--- config.mk ---
export PLATFORM = sky130hd
export DESIGN_NAME = owned_mutex_fifo_handoff_core
export DESIGN_NICKNAME = d
export VERILOG_FILES = /design/src/sv/omfh_pkg.sv /design/src/sv/omfh_ram.sv /design/src/sv/omfh_queue.sv /design/src/sv/owned_mutex_fifo_handoff_core.sv
export SDC_FILE = /design/constraint.sdc
export NUM_CORES = 1
export LEC_CHECK = 0
export BUFFER_PORTS_ARGS = -buffer_cell sky130_fd_sc_hd__clkbuf_2
export CAP_MARGIN = 20
export CORE_MARGIN = 2
export CORE_UTILIZATION = 60
export CTS_BUF_LIST = sky130_fd_sc_hd__clkbuf_8
export CTS_CLUSTER_DIAMETER = 200
export DETAILED_ROUTE_END_ITERATION = 6
export PLACE_DENSITY = 0.76
export SKIP_LAST_GASP = 1
export SLEW_MARGIN = 20
export SYNTH_ARGS = -nofsm -noshare
export SYNTH_HDL_FRONTEND = slang
export SYNTH_SLANG_ARGS = --single-unit
--- constraint.sdc ---
create_clock -name clock -period 3.69 [get_ports clock]
set_input_delay 0.369 -clock clock [delete_from_list [all_inputs] [get_ports clock]]
set_output_delay 0.369 -clock clock [all_outputs]
set_load 0.02 [all_outputs]
--- src/sv/omfh_pkg.sv ---
// Shared types and codes for the owned mutex with FIFO hand-off.
// Depends on nothing; the queue, the core and the bench use it by scoped names.
package omfh_pkg;

   localparam int TID_BITS = 8;

   typedef enum logic [2:0] {
      KIND_LOCK    = 3'd0,
      KIND_UNLOCK  = 3'd1,
      KIND_TRYLOCK = 3'd2,
      KIND_DESTROY = 3'd3,
      KIND_INIT    = 3'd4
   } kind_type;

   typedef enum logic [3:0] {
      STATUS_ACQUIRED       = 4'd0,
      STATUS_QUEUED         = 4'd1,
      STATUS_BUSY           = 4'd2,
      STATUS_RELEASED       = 4'd3,
      STATUS_HANDOFF        = 4'd4,
      STATUS_NOT_OWNER      = 4'd5,
      STATUS_DESTROY_OK     = 4'd6,
      STATUS_DESTROY_LOCKED = 4'd7,
      STATUS_QUEUE_FULL     = 4'd8,
      STATUS_INITIALIZED    = 4'd9
   } status_type;

   typedef enum logic {
      ST_IDLE,
      ST_EXEC
   } state_type;

   typedef struct packed {
      logic [2:0]          kind;
      logic [TID_BITS-1:0] thread_id;
   } req_type;

   typedef struct packed {
      logic [3:0]          status;
      logic                wake_valid;
      logic [TID_BITS-1:0] wake_thread;
      logic                is_locked;
      logic [TID_BITS-1:0] owner_thread;
   } rsp_type;

   // One queue operation per executed request.
   typedef struct packed {
      logic                push;
      logic                pop;
      logic                clear;
      logic [TID_BITS-1:0] data;
   } queue_cmd_type;

   typedef struct packed {
      logic                empty;
      logic                full;
      logic [TID_BITS-1:0] head_data;
   } queue_stat_type;

endpackage

--- src/sv/omfh_ram.sv ---
// Generic single-write, single-read RAM with a registered read port.
// Depends on nothing.
module omfh_ram #(
   parameter int WIDTH = 8,
   parameter int DEPTH = 16
) (
   input  logic                     clock,
   input  logic                     wr_en,
   input  logic [$clog2(DEPTH)-1:0] wr_addr,
   input  logic [WIDTH-1:0]         wr_data,
   input  logic [$clog2(DEPTH)-1:0] rd_addr,
   output logic [WIDTH-1:0]         rd_data
);

   logic [WIDTH-1:0] mem_ff [DEPTH];
   logic [WIDTH-1:0] rd_data_ff;

   always_ff @(posedge clock) begin
      if (wr_en) begin
         mem_ff[wr_addr] <= wr_data;
      end
      rd_data_ff <= mem_ff[rd_addr];
   end

   assign rd_data = rd_data_ff;

endmodule

--- src/sv/omfh_queue.sv ---
// Wait queue of thread ids: head/tail pointers and fill count around one RAM.
// Depends on omfh_pkg and omfh_ram.
module omfh_queue #(
   parameter int QUEUE_DEPTH = 16
) (
   input  logic                    clock,
   input  logic                    reset,
   input  omfh_pkg::queue_cmd_type cmd,
   output omfh_pkg::queue_stat_type stat
);

   localparam int PTR_W = $clog2(QUEUE_DEPTH);
   localparam int CNT_W = $clog2(QUEUE_DEPTH + 1);

   logic [PTR_W-1:0] head_ff, head_in;
   logic [PTR_W-1:0] tail_ff, tail_in;
   logic [CNT_W-1:0] count_ff, count_in;
   logic [omfh_pkg::TID_BITS-1:0] head_data;

   function automatic logic [PTR_W-1:0] next_slot(input logic [PTR_W-1:0] ptr);
      next_slot = (ptr == PTR_W'(QUEUE_DEPTH - 1)) ? '0 : ptr + 1'b1;
   endfunction

   always_comb begin
      head_in  = head_ff;
      tail_in  = tail_ff;
      count_in = count_ff;
      if (cmd.clear) begin
         head_in  = '0;
         tail_in  = '0;
         count_in = '0;
      end else if (cmd.push) begin
         tail_in  = next_slot(tail_ff);
         count_in = count_ff + 1'b1;
      end else if (cmd.pop) begin
         head_in  = next_slot(head_ff);
         count_in = count_ff - 1'b1;
      end
   end

   always_ff @(posedge clock) begin
      if (reset) begin
         head_ff  <= '0;
         tail_ff  <= '0;
         count_ff <= '0;
      end else begin
         head_ff  <= head_in;
         tail_ff  <= tail_in;
         count_ff <= count_in;
      end
   end

   // Read the head entry every cycle; a pushed entry is written before any later request can use it.
   omfh_ram #(
      .WIDTH(omfh_pkg::TID_BITS),
      .DEPTH(QUEUE_DEPTH)
   ) u_ram (
      .clock   (clock),
      .wr_en   (cmd.push && !cmd.clear),
      .wr_addr (tail_ff),
      .wr_data (cmd.data),
      .rd_addr (head_ff),
      .rd_data (head_data)
   );

   always_comb begin
      stat.empty     = (count_ff == '0);
      stat.full      = (count_ff == CNT_W'(QUEUE_DEPTH));
      stat.head_data = head_data;
   end

endmodule

--- src/sv/owned_mutex_fifo_handoff_core.sv ---
// Top level of the owned mutex with a FIFO of waiting threads.
// Depends on omfh_pkg and omfh_queue (which holds the wait queue RAM).
//
//   channel   direction  handshake             payload
//   req       in         req_valid/req_ready   omfh_pkg::req_type  (kind, thread_id)
//   rsp       out        rsp_valid/rsp_ready   omfh_pkg::rsp_type  (status .. owner_thread)
//
// Each item is accepted in ST_IDLE while the wait queue RAM reads its head entry,
// then applied in ST_EXEC against the lock flag, owner and queue; no new item is taken before that.
// ST_EXEC waits while the output register still holds an untaken item.
// An item of unknown kind is accepted and gives no result.
// Synchronous active-high reset clears the lock, owner and queue pointers.
module owned_mutex_fifo_handoff_core #(
   parameter int QUEUE_DEPTH = 16
) (
   input  logic              clock,
   input  logic              reset,
   input  logic              req_valid,
   output logic              req_ready,
   input  omfh_pkg::req_type req_payload,
   output logic              rsp_valid,
   input  logic              rsp_ready,
   output omfh_pkg::rsp_type rsp_payload
);

   omfh_pkg::state_type state_ff, state_in;
   omfh_pkg::req_type   req_ff, req_in;
   omfh_pkg::rsp_type   rsp_ff, rsp_in;
   logic                rsp_valid_ff, rsp_valid_in;
   logic                lock_ff, lock_in;
   logic [omfh_pkg::TID_BITS-1:0] owner_ff, owner_in;

   omfh_pkg::queue_cmd_type  q_cmd;
   omfh_pkg::queue_stat_type q_stat;

   logic out_free;
   logic emit;
   logic [3:0] status;
   logic wake_v;
   logic [omfh_pkg::TID_BITS-1:0] wake_t;

   assign out_free = !rsp_valid_ff || rsp_ready;

   // Next state
   always_comb begin
      state_in = state_ff;
      case (state_ff)
         omfh_pkg::ST_IDLE: begin
            if (req_valid) begin
               state_in = omfh_pkg::ST_EXEC;
            end
         end
         omfh_pkg::ST_EXEC: begin
            if (out_free) begin
               state_in = omfh_pkg::ST_IDLE;
            end
         end
         default: state_in = omfh_pkg::ST_IDLE;
      endcase
   end

   // Outputs and request execution
   always_comb begin
      req_ready = (state_ff == omfh_pkg::ST_IDLE) && !reset;
      req_in    = req_ff;
      lock_in   = lock_ff;
      owner_in  = owner_ff;
      q_cmd     = '{push: 1'b0, pop: 1'b0, clear: 1'b0, data: req_ff.thread_id};
      emit      = 1'b0;
      status    = omfh_pkg::STATUS_ACQUIRED;
      wake_v    = 1'b0;
      wake_t    = '0;

      if (req_ready && req_valid) begin
         req_in = req_payload;
      end

      if (state_ff == omfh_pkg::ST_EXEC && out_free) begin
         emit = 1'b1;
         case (req_ff.kind)
            omfh_pkg::KIND_LOCK: begin
               if (!lock_ff) begin
                  lock_in  = 1'b1;
                  owner_in = req_ff.thread_id;
                  status   = omfh_pkg::STATUS_ACQUIRED;
               end else if (q_stat.full) begin
                  status = omfh_pkg::STATUS_QUEUE_FULL;
               end else begin
                  q_cmd.push = 1'b1;
                  status     = omfh_pkg::STATUS_QUEUED;
               end
            end
            omfh_pkg::KIND_UNLOCK: begin
               if (owner_ff != req_ff.thread_id) begin
                  status = omfh_pkg::STATUS_NOT_OWNER;
               end else if (q_stat.empty) begin
                  lock_in = 1'b0;
                  status  = omfh_pkg::STATUS_RELEASED;
               end else begin
                  // hand the mutex to the oldest waiter
                  q_cmd.pop = 1'b1;
                  owner_in  = q_stat.head_data;
                  wake_v    = 1'b1;
                  wake_t    = q_stat.head_data;
                  status    = omfh_pkg::STATUS_HANDOFF;
               end
            end
            omfh_pkg::KIND_TRYLOCK: begin
               if (lock_ff) begin
                  status = omfh_pkg::STATUS_BUSY;
               end else begin
                  lock_in  = 1'b1;
                  owner_in = req_ff.thread_id;
                  status   = omfh_pkg::STATUS_ACQUIRED;
               end
            end
            omfh_pkg::KIND_DESTROY: begin
               status = lock_ff ? omfh_pkg::STATUS_DESTROY_LOCKED
                                : omfh_pkg::STATUS_DESTROY_OK;
            end
            omfh_pkg::KIND_INIT: begin
               lock_in     = 1'b0;
               q_cmd.clear = 1'b1;
               status      = omfh_pkg::STATUS_INITIALIZED;
            end
            default: begin
               // drop unknown kinds
               emit = 1'b0;
            end
         endcase
      end

      rsp_in = rsp_ff;
      if (emit) begin
         rsp_in.status       = status;
         rsp_in.wake_valid   = wake_v;
         rsp_in.wake_thread  = wake_t;
         rsp_in.is_locked    = lock_in;
         rsp_in.owner_thread = owner_in;
      end

      rsp_valid_in = rsp_valid_ff;
      if (rsp_ready) begin
         rsp_valid_in = 1'b0;
      end
      if (emit) begin
         rsp_valid_in = 1'b1;
      end
   end

   always_ff @(posedge clock) begin
      if (reset) begin
         state_ff     <= omfh_pkg::ST_IDLE;
         rsp_valid_ff <= 1'b0;
         lock_ff      <= 1'b0;
         owner_ff     <= '0;
      end else begin
         state_ff     <= state_in;
         rsp_valid_ff <= rsp_valid_in;
         lock_ff      <= lock_in;
         owner_ff     <= owner_in;
      end
   end

   always_ff @(posedge clock) begin
      req_ff <= req_in;
      rsp_ff <= rsp_in;
   end

   omfh_queue #(
      .QUEUE_DEPTH(QUEUE_DEPTH)
   ) u_queue (
      .clock (clock),
      .reset (reset),
      .cmd   (q_cmd),
      .stat  (q_stat)
   );

   assign rsp_valid   = rsp_valid_ff;
   assign rsp_payload = rsp_ff;

endmodule

==> metrics list, run 1 <==
* Ant diodes: 0
- Reg-to-reg slack, setup: 670 ps
- The die covers 0.01392 mm².
* Pin count of the biggest net entering global routing: 27
* Number of cells produced by synthesis: 455
- After detailed routing, the number of remaining DRC violations is 0.
- Global routing used 21.85% of the available tracks across all layers.
- Across the run, the number of max-cap violations was 0.
* Count of vias placed by the detailed router: 4,033
- For this design, the CTS-stage hold fixing added 0 buffers.
- In this run, CTS created clock tree buffers numbering 17.
- Minimum clock period after layout: 3022 ps
* Unrepaired setup endpoints after global routing: false
- Summing all non-filler instances in the final layout gives an area of 0.008534 mm².
- Vert. Die Dim: 118.0 µm
* Power per standard cell area: 445.7 mW/mm²
* Violation count after the first detailed-routing iteration: 348
* Finish-stage setup viols: 0
* Static leakage power: 2.809 nW
- Post-CTS timing repair inserted 0 buffers for setup.
* Detailed-routing iteration count for the pre-antenna-repair pass: 4
- CTS Root Buffer Type: clkbuf_8
- In this run the count of I/O pins placed on the die edge is 39.
- Antenna violations before repair: 0
- Measured along the x axis, the die boundary spans 118.0 µm.
- Rows: 41
* Count of port buffers added during placement: 38
- In the synthesized netlist the dominant register cell turns out to be edfxtp_1.
- Worst hold slack: 70.31 ps
* Number of nets in the final layout: 524
- Status: complete, no violations
- Number of global-route vias before repair: 4,028
- Number of cells traversed by the worst register-to-register path: 9
- Growth of design area from synthesis to finish: 9.469%
* Initial core utilization: 61.53%
* Min-Delay Endpoint: req_ff[10]
- The placed instances occupy a cell area of 0.008152 mm².
* Achievable frequency: 330.9 MHz
- The first global-routing pass estimated 22,510 µm of wire.
* Post-DR wirelength/cell: 20.84 µm
- Hold WC Path Type: in2reg
* CP Data Required Time: 4050 ps
- CTS built an H-tree with a depth of 4.
* Remaining number of nets flagged by the antenna check after routing: 0
- The core region is 0.01267 mm².
- For met3 alone, demand over resource in global routing was 4.457%.
- Post-synthesis net count: 479
* CTS tree: built
- No sink is reached through more buffers than the 2 on the longest clock path.
- Clock transition at path regs: 100 ps
- Hold-critical path depth: 1
* Number of flops mapped to enable cells by yosys: 161
* Minimum setup slack after placement: 719.5 ps
- Each instance of the synthesized netlist takes up on average 17.13 µm².
- For this run, global-route usage on met2 was measured as 34.96%.
- The worst register-to-register path begins at req_ff[9].
- WL final: 14,280 µm
- The final number of hold-violating endpoints was 0.
- Max_slew headroom: 39.54%
* Pin slew with the least headroom to its limit: 903.5 ps
* R2R Path End: u_queue.count_ff[4]
- The later pin in the worst-skew pair is clocked with a latency of 460 ps.
- Gpl congestion: 0.8386
* Least setup slack across all paths after layout: 668.1 ps
- The max-slew violation count was 0.
* Post-synthesis register bit count: 193
* Summed negative setup slack over all endpoints: 0 ps
* Seq/Total Area, Yosys: 70.23%
* Critical Path Fanout Max: 11
- Library cells used by synthesis: 47
* Vias per inst: 5.888
- DP Wirelength: 9782 µm
* Endpoint type of the worst setup path: register
- Of all flip-flops after synthesis, the portion carrying an async set or reset was 0%.
- met2 is the most crowded layer.
- Clock skew: 12.57 ps
- The worst path uses 81.89% of the clock period.
* Warnings from Yosys: 0
* Synth Cell Area: 0.007796 mm²
- Clk sinks: 193
* Overall power of the completed layout: 3.804 mW
* # fillers: 833
* CTS resizes: 0
- Critical path startpoint category: register
- For the worst setup path, the data arrival time is 3380 ps.
* Ratio of cells with drive above 1 in the final layout: 25.34%
* GR Layer Usage met1: 30.36%
- Startpoint of the most critical hold path: req_payload[10]
- The worst setup path is of the reg2reg kind.
- The worst-case IR drop observed on VDD is 309.7 µV.
- The total overflow left after global routing is 0.
## cells by family after synthesis
logic type / share of synthesized area, %
xor+xnor: 1.236
mux: 12.10
compound gates: 4.831
fa+ha+maj: 1.541
buf+inv: 2.263
simple gates: 7.800
flops: 70.23
## worst max path at each step
stage / from / slack, ps / end / depth (start not counted)
final: req_ff[9] / 670 / u_queue.count_ff[4] / 9
after global routing: req_ff[9] / 470 / u_queue.count_ff[4] / 9
after CTS: req_ff[9] / 680 / u_queue.count_ff[4] / 9
after detailed placement: req_ff[9] / 720 / u_queue.count_ff[4] / 9
after global placement: req_ff[9] / 800 / u_queue.count_ff[4] / 9
after floorplan: req_ff[9] / 960 / u_queue.count_ff[4] / 10
## flip-flops by register name, indices dropped and copies added, names as in the netlist
signal                 cells
lock_ff                    1
owner_ff                   8
q_cmd                      8
req_ff                     3
rsp_payload               22
rsp_valid                  1
state_ff                   1
u_queue.count_ff           5
u_queue.head_ff            4
u_queue.tail_ff            4
u_queue.u_ram.mem_ff     128
u_queue.u_ram.rd_data      8
## per-layer routing
metal	part of all wire, %	wire, µm	vias to the layer above
met5	0	0	-
met4	1.4	203	0
met3	5.3	763	17
met2	50	7099	149
met1	44	6211	2000
li1	-	-	1867
## synth_stat cells (4+ instances only)
library cell / count / area [µm²]
buf_2: 5 / 25.02
nor3_1: 12 / 60.06
inv_1: 6 / 22.52
xor2_1: 10 / 87.58
o21ai_0: 9 / 45.04
dfxtp_1: 32 / 640.6
a21oi_1: 18 / 90.09
edfxtp_1: 161 / 4835
nand2b_1: 6 / 37.54
o211ai_1: 4 / 30.03
nor2b_1: 9 / 56.30
nand2_1: 31 / 116.4
clkbuf_1: 8 / 30.03
nor4_4: 4 / 85.08
mux4_2: 40 / 900.9
a31oi_1: 4 / 25.02
nor2_1: 23 / 86.33
a221o_1: 7 / 70.07
nand3_1: 8 / 40.04
ha_1: 8 / 100.1
and2_1: 10 / 62.56
## cells in the final DEF, fill, tap and decap left out, types with 6 or more instances in the layout
cell type | synthesis | layout
xor2_1 | 10 | 10
nand2b_1 | 6 | 6
nor3_1 | 12 | 12
clkbuf_8 | 2 | 17
a221o_1 | 7 | 7
nand2_1 | 31 | 31
edfxtp_1 | 161 | 161
ha_1 | 8 | 8
nor2_1 | 23 | 23
o21ai_0 | 9 | 9
nor2b_1 | 9 | 9
inv_1 | 6 | 7
clkbuf_2 | 2 | 38
mux4_2 | 40 | 40
dfxtp_1 | 32 | 31
buf_4 | 0 | 10
a21oi_1 | 18 | 18
and2_1 | 10 | 10
nand3_1 | 8 | 8
## metrics by stage
step,instances,utilization [%]
4_1_cts,685,67.35
2_1_floorplan,455,-
3_3_place_gp,653,64.33
5_1_grt,685,67.35
3_5_place_dp,653,64.33
6_report,685,67.35
## power by group
group	switching (mW)	internal [mW]	total, mW	leakage [nW]
Clock	0.755	0.554	1.31	0.195
Combinational	0.0668	0.0357	0.103	0.886
Sequential	0.0223	2.37	2.39	1.73
## area by class of cell
type	instances	area, µm²	area share (%)
Clock inverter	15	148.9	1.745
Tap cell	172	215.2	2.522
Multi-Input combinational cell	231	2145	25.13
Clock buffer	17	234.0	2.742
Sequential cell	193	5477	64.17
Timing Repair Buffer	49	285.3	3.343
Inverter	8	30.03	0.3519
## worst max-delay path, cell delays in order, from the launching register on
cell	delay, ps
edfxtp_1	520
nor2_1	220
and3_1	220
and3_1	190
clkinv_1	290
fa_1	560
a21o_1	180
a21oi_1	180
mux2i_1	210
mux2_1	340
(Power assumes the default switching activity.)
==> inputs of run 2 (changes only) <==
Clock period 3.69 ns to 3.1 ns, I/O delays scaled along.
==> run 2 against run 1 <==
Against the previous run: sequential share of layout area fell by 1.4 points; clock power rose by 25%; worst hold slack got worse by 44 ps; sequential cell count did not move; die area did not move; register-to-register slack got worse by 440 ps; final area rose by 2.3%; clock skew fell by 1.9 ps; largest cell class unchanged; largest power group unchanged.
==> metrics list, run 2 (synthesized netlist as in run 1, its figures left out) <==
- The flow ran to the end, and the final reports show no timing, DRC or antenna violations.
- The smallest hold slack came to 26.52 ps (-43.79 ps).
- Static leakage power: 2.911 nW (+3.6%)
- Most numerous cell on the critical path: and3_1
- Power per standard cell area: 529.5 mW/mm² (+19%)
- Antenna violations before repair: 0 (unchanged)
- The area of the die is 0.01392 mm² (unchanged).
- The number of port buffers is 38 (unchanged).
- The number of global-route vias before repair was 4,175 (+3.6%).
* Longest individual stage delay on the worst path: 510 ps (-50 ps)
- The total wire length after detailed routing came to 15,260 µm (+6.9%).
* Clk sinks: 193 (unchanged)
- The number of DRC markers in iteration 0 is 510 (+47%).
- The post-layout net count was 543 (+3.6%).
- The worst slew margin relative to its limit was 43.12% (+3.6 points).
* Number of placed I/O pins: 39 (unchanged)
* Ant diodes: 0 (unchanged)
- Least setup slack across all paths after layout: 231.5 ps (-436.6 ps)
* Count of buffer and inverter cells on the critical path: 1 (unchanged)
- The setup TNS after final layout is 0 ps (unchanged).
- Setup repair after global routing left no endpoint under its margin.
* Ratio of cells with drive above 1 in the final layout: 27.26% (+1.9 points)
* Endpoint type of the worst setup path: register
- The first-pass GRT wire length was 23,750 µm (+5.5%).
- The non-filler instance count after layout came to 704 (+2.8%).
- The detail-routed via count per cell was 6.112 (+3.8%).
* Remaining global-route overflow: 0 (unchanged)
- The x dimension of the die is 118.0 µm (unchanged).
- Clock skew: 10.67 ps (-1.897 ps)
- Crit share post-route: 92.53% (+11 points)
- The data arrival time of the critical path is 3220 ps (-160 ps).
* Cell chain of the critical path: nor2_1 > and3_1 > and3_1 > clkinvlp_4 > fa_1 > a21o_1 > a21oi_1 > mux2i_1 > mux2_1
* Vert. Die Dim: 118.0 µm (unchanged)
- The largest net degree at the start of global routing came to 28 (+3.7%).
- The final number of hold-violating endpoints was 0 (unchanged).
- Minimum clock period after layout: 2869 ps (-153.4 ps)
- The number of flip-flops under the largest register name is 128 (unchanged).
- Rows: 41 (unchanged)
* Detailed-routing iteration count for the pre-antenna-repair pass: 5 (+1)
- The max-cap check violation count was 0 (unchanged).
* Pin slew with the least headroom to its limit: 851.2 ps (-52.32 ps)
- The highest clock frequency the design can meet came to 348.6 MHz (+5.3%).
* Critical path startpoint category: register
- Cell type of the slowest stage on the worst timing path: fa_1
* Residual DRC: 0 (unchanged)
* Minimum setup slack after placement: 239.8 ps (-479.7 ps)
- The routed wire length per instance is 21.67 µm (+4.0%).
* CTS H-Tree Depth: 4 (unchanged)
- In the layout the commonest cells are 161 x edfxtp_1, 40 x mux4_2, 38 x clkbuf_2.
* Family with the most delay on the worst path: simple AND/OR/NAND/NOR gates
- The worst setup path is of the reg2reg kind.
* Placeable core region: 0.01267 mm² (unchanged)
* Clock insertion delay at the later pin of the skew report: 460 ps (about the same)
- DP Wirelength: 10,330 µm (+5.6%)
- The power consumption is 4.622 mW (+22%).
- Hold WC Path Type: in2reg
- The worst voltage drop across the vdd grid was 373.2 µV (+21%).
- The data required time of the critical path is 3450 ps (-600 ps).
- Critical Path Fanout Max: 11 (unchanged)
- GRT Overall Usage: 23.28% (+1.4 points)
* Final Max Tran Viols: 0 (unchanged)
- The final weighted congestion in routability-driven placement is 0.9059 (+8.0%).
- # fillers: 819 (-1.7%)
- Number of cells in the design after placement: 667 (+2.1%)
- The library cell used most frequently in the layout, excluding fill and tap cells, is edfxtp_1.
- The clock transition at the registers of the reported paths is 90 ps (about the same).
- Largest register by flop count: u_queue.u_ram.mem_ff
- Finish-stage setup viols: 0 (unchanged)
* CTS tree: built
- Deepest clock path buffer count: 2 (unchanged)
* CTS Root Buffer Type: clkbuf_8
- The number of nets with antenna violations after detailed routing is 0 (unchanged).
- The total via count after detailed routing was 4,303 (+6.7%).
- The starting utilization of the core area was 61.53% (unchanged).
* CTS buffer count: 17 (unchanged)
- From synthesis to final layout, the design area changed by 11.96%.
[run 2: changes by cell type in the layout (fill, tap and decap cells not counted)]
cell | before | now
clkbuf_8 | 17 | 18
bufinv_16 | 1 | 2
clkinvlp_4 | 2 | 4
dlygate4sd3_1 | 0 | 5
buf_12 | 1 | 2
clkinv_1 | 1 | 0
buf_4 | 10 | 23
inv_8 | 3 | 2
inv_6 | 4 | 2
[run 2: path summary, 6_finish.rpt]
kind                       from                  end  slack, ps  depth (start not counted)
min              req_payload[4]             q_cmd[4]         30                          1
max                   req_ff[9]  u_queue.count_ff[4]        230                          9
min reg2reg  u_queue.tail_ff[1]   u_queue.tail_ff[1]        540                          2
max reg2reg           req_ff[9]  u_queue.count_ff[4]        230                          9
[run 2: where the power goes]
part / internal, mW / switching, mW / total, mW / leakage, nW
clock: 0.752 / 0.885 / 1.64 / 0.201
sequential: 2.82 / 0.0188 / 2.84 / 1.73
combinational: 0.0504 / 0.0954 / 0.146 / 0.982
total: 3.62 / 0.999 / 4.62 / 2.91
[run 2: worst register-to-register path: stages, from the launching register on]
cell	delay (ps)
edfxtp_1	420
nor2_1	210
and3_1	230
and3_1	250
clkinvlp_4	250
fa_1	510
a21o_1	180
a21oi_1	180
mux2i_1	220
mux2_1	330
[run 2: metal layers]
| metal | track usage (%) | share of wire, % |
|---|---|---|
| met2 | 36.01 | 48 |
| met5 | 0 | 0 |
| met4 | 7.907 | 1.3 |
| met1 | 33.22 | 44 |
| met3 | 5.329 | 7.1 |
[run 2: timing repair]
item	4_1_cts	5_1_grt
hold buffers	5	0
setup endpoints to repair	0	1
endpoints found under the hold margin	5	0
resized for setup	0	1
buffers inserted	0	0
[run 2: final cells by class]
class	instances	area, µm²	area share, %
sequential	193	5477	62.74
multi-input combinational	231	2145	24.57
timing repair buffer	68	452.9	5.189
clock buffer	18	247.7	2.838
tap	172	215.2	2.466
clock inverter	14	157.7	1.806
inverter	8	33.78	0.3870
[run 2: per-stage QoR]
step / util, % / instance area (µm²)
after floorplan: - / 7796
after global placement: 65.26 / 8269
after detailed placement: 65.26 / 8269
after CTS: 68.86 / 8725
after global routing: 68.89 / 8728
final: 68.89 / 8728
